## src/rtl/core/cdr_pkg.sv

```systemverilog
package cdr_pkg;

	// Action codes carried in the action field of an input beat.
	localparam logic [2:0] ACT_NEXT_DAY   = 3'd0;
	localparam logic [2:0] ACT_LOAD_DATE  = 3'd1;
	localparam logic [2:0] ACT_LOAD_SIG   = 3'd2;
	localparam logic [2:0] ACT_FIRST_PREV = 3'd3;
	localparam logic [2:0] ACT_LAST_PREV  = 3'd4;
	localparam logic [2:0] ACT_FIRST_CUR  = 3'd5;
	localparam logic [2:0] ACT_LAST_CUR   = 3'd6;
	localparam logic [2:0] ACT_NONE       = 3'd7;

	localparam logic [13:0] YEAR_MAX  = 14'd9999;
	localparam logic [6:0]  MONTH_MAX = 7'd99;
	localparam logic [6:0]  CENT_MAX  = 7'd99;
	localparam logic [6:0]  YY_MAX    = 7'd99;
	localparam logic [6:0]  MONTH_JAN = 7'd1;
	localparam logic [6:0]  MONTH_DEC = 7'd12;
	localparam logic [6:0]  DAY_FIRST = 7'd1;
	localparam logic [6:0]  HUNDRED   = 7'd100;
	localparam logic [13:0] TEN_K     = 14'd10000;

	// x / 100 == (x * 20972) >> 21 for every x below 2**14.
	localparam logic [14:0] DIV100_MUL   = 15'd20972;
	localparam int          DIV100_SHIFT = 21;
	// x / 10000 == (x * 219902326) >> 41 for every x below 2**27.
	localparam logic [27:0] DIV10K_MUL   = 28'd219902326;
	localparam int          DIV10K_SHIFT = 41;

	typedef struct packed {
		logic [2:0]  action;
		logic [13:0] year_in;
		logic [3:0]  month_in;
		logic [4:0]  day_in;
		logic [26:0] signature_in;
	} in_t;

	typedef struct packed {
		logic [13:0] year_out;
		logic [6:0]  month_out;
		logic [6:0]  day_out;
		logic [26:0] signature_out;
		logic [4:0]  last_day;
		logic        leap_year;
		logic        date_valid;
	} out_t;

	// A date with its year also split into century and year of century.
	typedef struct packed {
		logic [13:0] year;
		logic [6:0]  cent;
		logic [6:0]  yy;
		logic [6:0]  month;
		logic [6:0]  day;
	} cdr_date_t;

	// Decoded operands handed to the date register.
	typedef struct packed {
		logic [2:0] action;
		cdr_date_t  date;
	} cdr_load_t;

	// Leap rule on the split year: year % 4 equals yy % 4, and a century
	// year is a leap year only when the century is a multiple of four.
	function automatic logic leap_of(input logic [6:0] cent, input logic [6:0] yy);
		logic leap;
		if (yy == '0) begin
			leap = (cent[1:0] == 2'b00);
		end else begin
			leap = (yy[1:0] == 2'b00);
		end
		return leap;
	endfunction

	function automatic logic [4:0] month_len(input logic [6:0] month, input logic leap);
		logic [4:0] len;
		case (month) inside
			7'd1, 7'd3, 7'd5, 7'd7, 7'd8, 7'd10, 7'd12: len = 5'd31;
			7'd4, 7'd6, 7'd9, 7'd11: len = 5'd30;
			7'd2: len = leap ? 5'd29 : 5'd28;
			default: len = 5'd0;
		endcase
		return len;
	endfunction

endpackage

```

## src/rtl/core/calendar_date_register_unit.sv

```systemverilog
// Gregorian calendar date register.
// Input channel: item_valid, item_stall and the item beat (action, year_in,
// month_in, day_in, signature_in). Output channel: result_valid,
// result_stall and the result beat (stored date, its YYYYMMDD signature, the
// last day of its month, leap flag, validity flag). Every input beat gives
// exactly one result beat, in order.
// One beat is taken every cycle while item_stall is low. Five stages unpack
// the decimal signature and split the year into century and year of century
// with constant reciprocal multiplies, one stage holds the date register
// itself, and two stages form the signature and the month facts of the new
// date.
// Reset empties the pipeline and sets the stored date to year 0, month 0,
// day 0. When the receiver stalls, the stages behind the waiting result
// keep filling bubbles; item_stall rises only once every stage holds a beat,
// and the date register does not move while its own result waits.
module calendar_date_register_unit (
	input  logic          clk,
	input  logic          arst_n,
	input  logic          item_valid,
	output logic          item_stall,
	input  cdr_pkg::in_t  item,
	output logic          result_valid,
	input  logic          result_stall,
	output cdr_pkg::out_t result
);

	// Decoded operands from the front pipeline into the date register.
	logic               ld_valid;
	logic               ld_stall;
	cdr_pkg::cdr_load_t ld;

	// Date after each beat, from the date register into the report stages.
	logic               dt_valid;
	logic               dt_stall;
	cdr_pkg::cdr_date_t dt;

	// Signature unpacking, year saturation and century split.
	cdr_decode u_decode (
		.clk        (clk),
		.arst_n     (arst_n),
		.item_valid (item_valid),
		.item_stall (item_stall),
		.item       (item),
		.ld_valid   (ld_valid),
		.ld_stall   (ld_stall),
		.ld         (ld)
	);

	// The date register: next day, loads and month-relative settings.
	cdr_state u_state (
		.clk      (clk),
		.arst_n   (arst_n),
		.ld_valid (ld_valid),
		.ld_stall (ld_stall),
		.ld       (ld),
		.dt_valid (dt_valid),
		.dt_stall (dt_stall),
		.dt       (dt)
	);

	// Signature, month length, leap and validity of the stored date.
	cdr_report u_report (
		.clk          (clk),
		.arst_n       (arst_n),
		.dt_valid     (dt_valid),
		.dt_stall     (dt_stall),
		.dt           (dt),
		.result_valid (result_valid),
		.result_stall (result_stall),
		.result       (result)
	);

endmodule

```

## src/rtl/core/cdr_decode.sv

```systemverilog
module cdr_decode (
	input  logic               clk,
	input  logic               arst_n,
	input  logic               item_valid,
	output logic               item_stall,
	input  cdr_pkg::in_t       item,
	output logic               ld_valid,
	input  logic               ld_stall,
	output cdr_pkg::cdr_load_t ld
);

	logic v_s1, v_s2, v_s3, v_s4, v_s5;
	logic hold_1, hold_2, hold_3, hold_4, hold_5;

	cdr_pkg::in_t item_s1;

	logic [2:0]  act_s2, act_s3, act_s4;
	logic [3:0]  mon_s2, mon_s3, mon_s4;
	logic [4:0]  day_s2, day_s3, day_s4;
	logic [13:0] yin_s2, yin_s3, yin_s4;
	logic [7:0]  cin_s2, cin_s3, cin_s4;
	logic [26:0] sig_s2;
	logic [13:0] qy_s2, qy_s3, qy_s4;
	logic [6:0]  yyin_s3, yyin_s4;
	logic [7:0]  cq_s3, cq_s4;
	logic [13:0] rem_s3, rem_s4;
	logic [6:0]  yyq_s4;
	logic [6:0]  mq_s4;

	cdr_pkg::cdr_load_t ld_s5;

	logic [54:0] sig_prod;
	logic [28:0] yin_prod;
	logic [13:0] cin100;
	logic [13:0] yy_diff;
	logic [28:0] cq_prod;
	logic [26:0] q10k;
	logic [26:0] rem_diff;
	logic [13:0] cq100;
	logic [13:0] yyq_diff;
	logic [28:0] mq_prod;
	logic [13:0] mq100;
	logic [13:0] dd_diff;
	logic        sat_in, sat_q;
	cdr_pkg::cdr_load_t ld_nxt;

	assign hold_5 = v_s5 && ld_stall;
	assign hold_4 = v_s4 && hold_5;
	assign hold_3 = v_s3 && hold_4;
	assign hold_2 = v_s2 && hold_3;
	assign hold_1 = v_s1 && hold_2;
	assign item_stall = hold_1;

	assign sig_prod = 55'(item_s1.signature_in) * 55'(cdr_pkg::DIV10K_MUL);
	assign yin_prod = 29'(item_s1.year_in) * 29'(cdr_pkg::DIV100_MUL);

	assign cin100   = 14'(cin_s2) * 14'(cdr_pkg::HUNDRED);
	assign yy_diff  = yin_s2 - cin100;
	assign cq_prod  = 29'(qy_s2) * 29'(cdr_pkg::DIV100_MUL);
	assign q10k     = 27'(qy_s2) * 27'(cdr_pkg::TEN_K);
	assign rem_diff = sig_s2 - q10k;

	assign cq100    = 14'(cq_s3) * 14'(cdr_pkg::HUNDRED);
	assign yyq_diff = qy_s3 - cq100;
	assign mq_prod  = 29'(rem_s3) * 29'(cdr_pkg::DIV100_MUL);

	assign mq100   = 14'(mq_s4) * 14'(cdr_pkg::HUNDRED);
	assign dd_diff = rem_s4 - mq100;
	assign sat_in  = (yin_s4 > cdr_pkg::YEAR_MAX);
	assign sat_q   = (qy_s4 > cdr_pkg::YEAR_MAX);

	always_comb begin
		ld_nxt.action = act_s4;
		if (act_s4 == cdr_pkg::ACT_LOAD_SIG) begin
			ld_nxt.date.year  = sat_q ? cdr_pkg::YEAR_MAX : qy_s4;
			ld_nxt.date.cent  = sat_q ? cdr_pkg::CENT_MAX : cq_s4[6:0];
			ld_nxt.date.yy    = sat_q ? cdr_pkg::YY_MAX : yyq_s4;
			ld_nxt.date.month = mq_s4;
			ld_nxt.date.day   = dd_diff[6:0];
		end else begin
			ld_nxt.date.year  = sat_in ? cdr_pkg::YEAR_MAX : yin_s4;
			ld_nxt.date.cent  = sat_in ? cdr_pkg::CENT_MAX : cin_s4[6:0];
			ld_nxt.date.yy    = sat_in ? cdr_pkg::YY_MAX : yyin_s4;
			ld_nxt.date.month = 7'(mon_s4);
			ld_nxt.date.day   = 7'(day_s4);
		end
	end

	always_ff @(posedge clk or negedge arst_n) begin
		if (!arst_n) begin
			v_s1 <= 1'b0;
			v_s2 <= 1'b0;
			v_s3 <= 1'b0;
			v_s4 <= 1'b0;
			v_s5 <= 1'b0;
		end else begin
			if (!hold_1) v_s1 <= item_valid;
			if (!hold_2) v_s2 <= v_s1;
			if (!hold_3) v_s3 <= v_s2;
			if (!hold_4) v_s4 <= v_s3;
			if (!hold_5) v_s5 <= v_s4;
		end
	end

	always_ff @(posedge clk) begin
		if (!hold_1) begin
			item_s1 <= item;
		end
		if (!hold_2) begin
			act_s2 <= item_s1.action;
			mon_s2 <= item_s1.month_in;
			day_s2 <= item_s1.day_in;
			yin_s2 <= item_s1.year_in;
			sig_s2 <= item_s1.signature_in;
			cin_s2 <= yin_prod[cdr_pkg::DIV100_SHIFT +: 8];
			qy_s2  <= sig_prod[cdr_pkg::DIV10K_SHIFT +: 14];
		end
		if (!hold_3) begin
			act_s3  <= act_s2;
			mon_s3  <= mon_s2;
			day_s3  <= day_s2;
			yin_s3  <= yin_s2;
			cin_s3  <= cin_s2;
			yyin_s3 <= yy_diff[6:0];
			qy_s3   <= qy_s2;
			cq_s3   <= cq_prod[cdr_pkg::DIV100_SHIFT +: 8];
			rem_s3  <= rem_diff[13:0];
		end
		if (!hold_4) begin
			act_s4  <= act_s3;
			mon_s4  <= mon_s3;
			day_s4  <= day_s3;
			yin_s4  <= yin_s3;
			cin_s4  <= cin_s3;
			yyin_s4 <= yyin_s3;
			qy_s4   <= qy_s3;
			cq_s4   <= cq_s3;
			yyq_s4  <= yyq_diff[6:0];
			rem_s4  <= rem_s3;
			mq_s4   <= mq_prod[cdr_pkg::DIV100_SHIFT +: 7];
		end
		if (!hold_5) begin
			ld_s5 <= ld_nxt;
		end
	end

	assign ld_valid = v_s5;
	assign ld       = ld_s5;

`ifndef ASSERT_OFF
	a_load_year_split: assert property (@(posedge clk) disable iff (!arst_n)
		v_s5 |-> (ld_s5.date.year <= cdr_pkg::YEAR_MAX) &&
			(14'(ld_s5.date.cent) * 14'd100 + 14'(ld_s5.date.yy) == ld_s5.date.year))
		else $error("decoded year does not match its century split");
`endif

endmodule

```

## src/rtl/core/cdr_state.sv

```systemverilog
module cdr_state (
	input  logic               clk,
	input  logic               arst_n,
	input  logic               ld_valid,
	output logic               ld_stall,
	input  cdr_pkg::cdr_load_t ld,
	output logic               dt_valid,
	input  logic               dt_stall,
	output cdr_pkg::cdr_date_t dt
);

	cdr_pkg::cdr_date_t date_q;
	logic               v_q;

	logic [2:0]  act_sel;
	logic        leap_cur;
	logic [4:0]  len_cur;
	logic [7:0]  day_inc;
	logic [13:0] inc_year;
	logic [6:0]  inc_cent, inc_yy;
	logic [13:0] pm_year;
	logic [6:0]  pm_cent, pm_yy, pm_month;
	logic [4:0]  pm_len, cur_len;
	cdr_pkg::cdr_date_t nxt;

	assign ld_stall = v_q && dt_stall;
	assign act_sel  = ld_valid ? ld.action : cdr_pkg::ACT_NONE;

	always_comb begin
		leap_cur = cdr_pkg::leap_of(date_q.cent, date_q.yy);
		len_cur  = cdr_pkg::month_len(date_q.month, leap_cur);
		day_inc  = {1'b0, date_q.day} + 8'd1;

		// Next year of the stored date, held at the top year.
		inc_year = date_q.year;
		inc_cent = date_q.cent;
		inc_yy   = date_q.yy;
		if (date_q.year < cdr_pkg::YEAR_MAX) begin
			inc_year = date_q.year + 14'd1;
			if (date_q.yy == cdr_pkg::YY_MAX) begin
				inc_yy   = '0;
				inc_cent = date_q.cent + 7'd1;
			end else begin
				inc_yy = date_q.yy + 7'd1;
			end
		end

		// Month before the given one; January and month zero fall back to
		// December of the year before, which holds at year zero.
		pm_year  = ld.date.year;
		pm_cent  = ld.date.cent;
		pm_yy    = ld.date.yy;
		pm_month = cdr_pkg::MONTH_DEC;
		if (ld.date.month > cdr_pkg::MONTH_JAN) begin
			pm_month = ld.date.month - 7'd1;
		end else if (ld.date.year != '0) begin
			pm_year = ld.date.year - 14'd1;
			if (ld.date.yy == '0) begin
				pm_yy   = cdr_pkg::YY_MAX;
				pm_cent = ld.date.cent - 7'd1;
			end else begin
				pm_yy = ld.date.yy - 7'd1;
			end
		end
		pm_len  = cdr_pkg::month_len(pm_month, cdr_pkg::leap_of(pm_cent, pm_yy));
		cur_len = cdr_pkg::month_len(ld.date.month,
			cdr_pkg::leap_of(ld.date.cent, ld.date.yy));

		nxt = date_q;
		unique case (act_sel) inside
			cdr_pkg::ACT_NEXT_DAY: begin
				if (day_inc <= {3'b000, len_cur}) begin
					nxt.day = day_inc[6:0];
				end else if (date_q.month == cdr_pkg::MONTH_DEC) begin
					nxt.year  = inc_year;
					nxt.cent  = inc_cent;
					nxt.yy    = inc_yy;
					nxt.month = cdr_pkg::MONTH_JAN;
					nxt.day   = cdr_pkg::DAY_FIRST;
				end else begin
					if (date_q.month < cdr_pkg::MONTH_MAX) begin
						nxt.month = date_q.month + 7'd1;
					end
					nxt.day = cdr_pkg::DAY_FIRST;
				end
			end
			cdr_pkg::ACT_LOAD_DATE, cdr_pkg::ACT_LOAD_SIG: begin
				nxt = ld.date;
			end
			cdr_pkg::ACT_FIRST_PREV, cdr_pkg::ACT_LAST_PREV: begin
				nxt.year  = pm_year;
				nxt.cent  = pm_cent;
				nxt.yy    = pm_yy;
				nxt.month = pm_month;
				nxt.day   = (act_sel == cdr_pkg::ACT_FIRST_PREV) ?
					cdr_pkg::DAY_FIRST : {2'b00, pm_len};
			end
			cdr_pkg::ACT_FIRST_CUR, cdr_pkg::ACT_LAST_CUR: begin
				nxt.year  = ld.date.year;
				nxt.cent  = ld.date.cent;
				nxt.yy    = ld.date.yy;
				nxt.month = ld.date.month;
				nxt.day   = (act_sel == cdr_pkg::ACT_FIRST_CUR) ?
					cdr_pkg::DAY_FIRST : {2'b00, cur_len};
			end
			cdr_pkg::ACT_NONE: begin
				nxt = date_q;
			end
		endcase
	end

	always_ff @(posedge clk or negedge arst_n) begin
		if (!arst_n) begin
			v_q    <= 1'b0;
			date_q <= '0;
		end else begin
			if (!ld_stall) begin
				v_q <= ld_valid;
				if (ld_valid) begin
					date_q <= nxt;
				end
			end
		end
	end

	assign dt_valid = v_q;
	assign dt       = date_q;

`ifndef ASSERT_OFF
	a_year_split: assert property (@(posedge clk) disable iff (!arst_n)
		14'(date_q.cent) * 14'd100 + 14'(date_q.yy) == date_q.year)
		else $error("stored year does not match its century split");

	a_ranges: assert property (@(posedge clk) disable iff (!arst_n)
		(date_q.year <= cdr_pkg::YEAR_MAX) && (date_q.month <= cdr_pkg::MONTH_MAX) &&
		(date_q.day <= 7'd99))
		else $error("stored date out of range");

	a_hold_on_stall: assert property (@(posedge clk) disable iff (!arst_n)
		dt_valid && dt_stall |=> $stable(date_q))
		else $error("stored date changed while its result was stalled");

	a_next_day_keeps_valid: assert property (@(posedge clk) disable iff (!arst_n)
		ld_valid && !ld_stall && (ld.action == cdr_pkg::ACT_NEXT_DAY) &&
		(date_q.day != '0) && ({2'b00, len_cur} >= date_q.day)
		|=> (date_q.day != '0) && ({2'b00, cdr_pkg::month_len(date_q.month,
			cdr_pkg::leap_of(date_q.cent, date_q.yy))} >= date_q.day))
		else $error("next day turned a valid date into an invalid one");
`endif

endmodule

```

## src/rtl/core/cdr_report.sv

```systemverilog
module cdr_report (
	input  logic               clk,
	input  logic               arst_n,
	input  logic               dt_valid,
	output logic               dt_stall,
	input  cdr_pkg::cdr_date_t dt,
	output logic               result_valid,
	input  logic               result_stall,
	output cdr_pkg::out_t      result
);

	logic v_s1, v_s2;
	logic hold_1, hold_2;

	logic [26:0] yk_s1;
	logic [13:0] md_s1;
	logic [13:0] year_s1;
	logic [6:0]  month_s1, day_s1;
	logic [4:0]  last_s1;
	logic        leap_s1, ok_s1;

	cdr_pkg::out_t res_s2;

	logic        leap_c;
	logic [4:0]  last_c;

	assign hold_2   = v_s2 && result_stall;
	assign hold_1   = v_s1 && hold_2;
	assign dt_stall = hold_1;

	assign leap_c = cdr_pkg::leap_of(dt.cent, dt.yy);
	assign last_c = cdr_pkg::month_len(dt.month, leap_c);

	always_ff @(posedge clk or negedge arst_n) begin
		if (!arst_n) begin
			v_s1 <= 1'b0;
			v_s2 <= 1'b0;
		end else begin
			if (!hold_1) v_s1 <= dt_valid;
			if (!hold_2) v_s2 <= v_s1;
		end
	end

	always_ff @(posedge clk) begin
		if (!hold_1) begin
			yk_s1    <= 27'(dt.year) * 27'(cdr_pkg::TEN_K);
			md_s1    <= 14'(dt.month) * 14'(cdr_pkg::HUNDRED) + 14'(dt.day);
			year_s1  <= dt.year;
			month_s1 <= dt.month;
			day_s1   <= dt.day;
			last_s1  <= last_c;
			leap_s1  <= leap_c;
			ok_s1    <= (dt.day != '0) && ({2'b00, last_c} >= dt.day);
		end
		if (!hold_2) begin
			res_s2.year_out      <= year_s1;
			res_s2.month_out     <= month_s1;
			res_s2.day_out       <= day_s1;
			res_s2.signature_out <= yk_s1 + 27'(md_s1);
			res_s2.last_day      <= last_s1;
			res_s2.leap_year     <= leap_s1;
			res_s2.date_valid    <= ok_s1;
		end
	end

	assign result_valid = v_s2;
	assign result       = res_s2;

`ifndef ASSERT_OFF
	a_valid_has_month: assert property (@(posedge clk) disable iff (!arst_n)
		v_s2 && res_s2.date_valid |-> (res_s2.last_day != '0) && (res_s2.day_out != '0))
		else $error("valid date reported without a month length");
`endif

endmodule

```

## config.mk

```make
export PLATFORM = sky130hd
export DESIGN_NAME = calendar_date_register_unit
export DESIGN_NICKNAME = d
export VERILOG_FILES = /design/src/rtl/core/cdr_pkg.sv /design/src/rtl/core/calendar_date_register_unit.sv /design/src/rtl/core/cdr_decode.sv /design/src/rtl/core/cdr_state.sv /design/src/rtl/core/cdr_report.sv
export SDC_FILE = /design/constraint.sdc
export NUM_CORES = 2
export LEC_CHECK = 0
export ABC_AREA = 1
export BUFFER_PORTS_ARGS = -buffer_cell sky130_fd_sc_hd__buf_2
export CAP_MARGIN = 30
export CORE_MARGIN = 8
export CORE_UTILIZATION = 45
export CTS_CLUSTER_DIAMETER = 120
export DETAILED_ROUTE_END_ITERATION = 7
export GPL_TIMING_DRIVEN = 0
export SLEW_MARGIN = 20
export SYNTH_ARGS = -nofsm -noshare
export SYNTH_HDL_FRONTEND = slang
export SYNTH_SLANG_ARGS = --single-unit
```

## constraint.sdc

```tcl
create_clock -name clk -period 15.2 [get_ports clk]
set_input_delay 3.04 -clock clk [delete_from_list [all_inputs] [get_ports clk]]
set_output_delay 3.04 -clock clk [all_outputs]
set_load 0.1 [all_outputs]
```

==> metrics.cfg <==
[setup_path]
slowest_stage=inv_4
start_kind=input port
setup.worst_path.end_class=output port
crit_family=buffers and inverters
worst-setup-path-type=in -> out
crit_top_cell=nor2_1
slowest_delay_ns=0.62
critPathLaunch=result_stall
crit_buf_inv=10
cp_data_arrival_time_ns=8.03
critPathMaxFanout=66
reg2reg_from=u_decode.item_s1[12]$_DFFE_PN_
required_ns=12.16
r2r_slack_ns=8.40
cp_cell_sequence=buf_2 -> nand2_4 -> nor2_1 -> inv_4 -> nor2_2 -> inv_2 -> nor2_1 -> inv_2 -> nor2_1 -> inv_4 -> buf_16 -> nor2_1 -> inv_4 -> buf_16 -> nor2_1 -> inv_4 -> nor2_2 -> buf_2

[sta]
fin_crit_sh_pct=72.8
clock_skew_ns=0.0386
setup_viol=0
slew_headroom_pct=43.8
hold_viol=0
max_freq_mhz=90.4
min_period_ns=11.07
drv_slew=0
rsz0062_at_grt=no
tightest_slew_ns=0.843
fin_setup_tns_ns=0

[layout]
syn_to_final_growth_pct=8.90
regArea_um2=13300
multiInputGateArea_um2=28100
num-fill-cells=9509
antenna_cells=0
final_net_count=6022
drive_above_1_share_pct=6.48

[detailed_routing]
vias_per_cell=4.89
wl_per_cell_um=16.7
drc_errors=0
ant_nets=0
finalWirelength_mm=102
drt_iter0_markers=1416
firstDrtPassIters=5
via_count=29800

[clock_tree]
cts_buffers=52
cts_resized=0
clock-sinks=451
cts_tree=done
clk_pin_slew_ns=0.06
cts_max_level=2
clock-root-buffer=clkbuf_16
post_cts_buffers=0
clockBufferDepth=3
cts.hold.buffers_added=0
worstSkewPairLatency_ns=0.64

[floorplanning]
die_w_um=337
dieArea_um2=113000
core-area_um2=102000
num_rows=117
start_util_pct=45.4
ios=121
dieHeight_um=337

[min_path]
hold_class=reg -> reg
hold_path.startpoint=u_decode.yin_s3[13]$_DFFE_PN_

[yosys]
yosysWarningCount=0
synth-main-ff-cell=edfxtp_1
ys_top_cells_by_count=inv_1 (1224), ha_1 (720), fa_1 (546)
avgSynthCellArea_um2=10.2
synth_most_common_cell=inv_1
syn_nets=5845
yosys.area.top_type=edfxtp_1
syn_area_um2=46300
synthArstFlopShare_pct=9.98
syn_inst=4522
synth_cell_types=65
ys_ff_latch=451
synth.top_cells.by_area=edfxtp_1 (26%), fa_1 (24%), ha_1 (19%), inv_1 (9.9%), nand2_1 (3.8%)
synth_top_area_share_pct=26.3
synth-edff-count=406
seq_area_frac_synth_pct=28.8

[place]
numPortBuffers=120
gp_congestion=0.932
dp_hpwl_mm=85.3

[global_routing]
antenna_found_initial=1
grt_start_max_net_pins=67
grtUsageTotal_pct=18.5
grt_pass1_wl_mm=167
overflow=0
grt_pass1_vias=31400

[outcome]
status=completed

[job]
max_cap_violations=0

==> final cells by class <==
class,instances,area share (%)
multi-input cells,2796,55.8
flip-flops and latches,451,26.4
inverters,1247,9.34
well taps,1368,3.40
clock buffers,60,2.64
repair buffers,123,1.36
clock inverters,36,0.727
plain buffers,28,0.362
==> registers in the layout (all words and copies together), names as in the netlist, 14 cells and up <==
name,count
u_decode.yin_s2,14
u_decode.ld,38
u_decode.sig_s2,14
u_decode.rem_s3,14
u_report.result,58
u_decode.qy_s2,14
u_report.yk_s1,19
u_report.year_s1,14
u_state.dt,37
u_decode.qy_s3,14
u_decode.item_s1,53
==> cell usage in the layout (no fill, tap or decap), types with 12 or more instances in the layout <==
cell type	n
a21o_1	18
a21oi_1	187
a31oi_1	20
buf_2	124
clkbuf_1	18
clkbuf_16	52
clkinv_1	12
dfrtp_1	45
edfxtp_1	406
fa_1	546
ha_1	720
inv_1	1222
inv_2	18
nand2_1	465
nand3_1	123
nand3b_1	13
nand4_1	38
nor2_1	177
nor3_1	26
nor4_1	18
o211ai_1	12
o21ai_0	109
o21ai_1	23
o21ai_2	14
xnor2_1	52
xor2_1	107
==> per-layer routing <==
metal | vias up | wire length [um] | part of all wire [%] | global-route usage, %
met4 | 2 | 2520 | 2.5 | 4.75
met2 | 580 | 46100 | 45 | 30.1
met1 | 14400 | 47800 | 47 | 25.8
li1 | 14800 | - | - | -
met5 | - | 12 | 0.012 | 0
met3 | 142 | 5450 | 5.3 | 2.85
==> stage by stage <==
step	utilization [%]	setup slack, ns	area [um2]	hold slack (ns)	std cells
after floorplan	-	3.13	46300	0.400	4522
after global placement	47.7	0.944	48600	0.400	6010
after detailed placement	47.8	3.91	48700	0.405	6013
after CTS	49.5	3.91	50400	0.411	6109
after global routing	49.5	3.53	50400	0.420	6109
final	49.5	4.13	50400	0.403	6109
==> cells by family (layout without fill, tap and decap cells) <==
group / after synthesis / after routing / synth area share, %
and+or+nand+nor: 910 / 910 / 8.75
xor gates and xnor gates: 159 / 159 / 3.01
adders and majority gates: 1266 / 1266 / 43.1
DFF: 451 / 451 / 28.8
AOI/OAI and AO/OA: 461 / 461 / 5.86
buffers and inverters: 1275 / 1494 / 10.5
==> final timing paths <==
kind,end,cells after the start
worst min register to register,u_decode.yin_s4[13]$_DFFE_PN_,0
worst min-delay path,u_decode.yin_s4[13]$_DFFE_PN_,0
max in group asynchronous,u_decode.v_s4$_DFFE_PN0N_,1
min in group asynchronous,u_report.result_valid$_DFFE_PN0N_,1
worst max register to register,u_decode.qy_s2[10]$_DFFE_PN_,21
worst max-delay path,item_stall,18
Power is not shown: default switching activity piles up to over one toggle a cycle in this logic, so the estimate is an artifact.
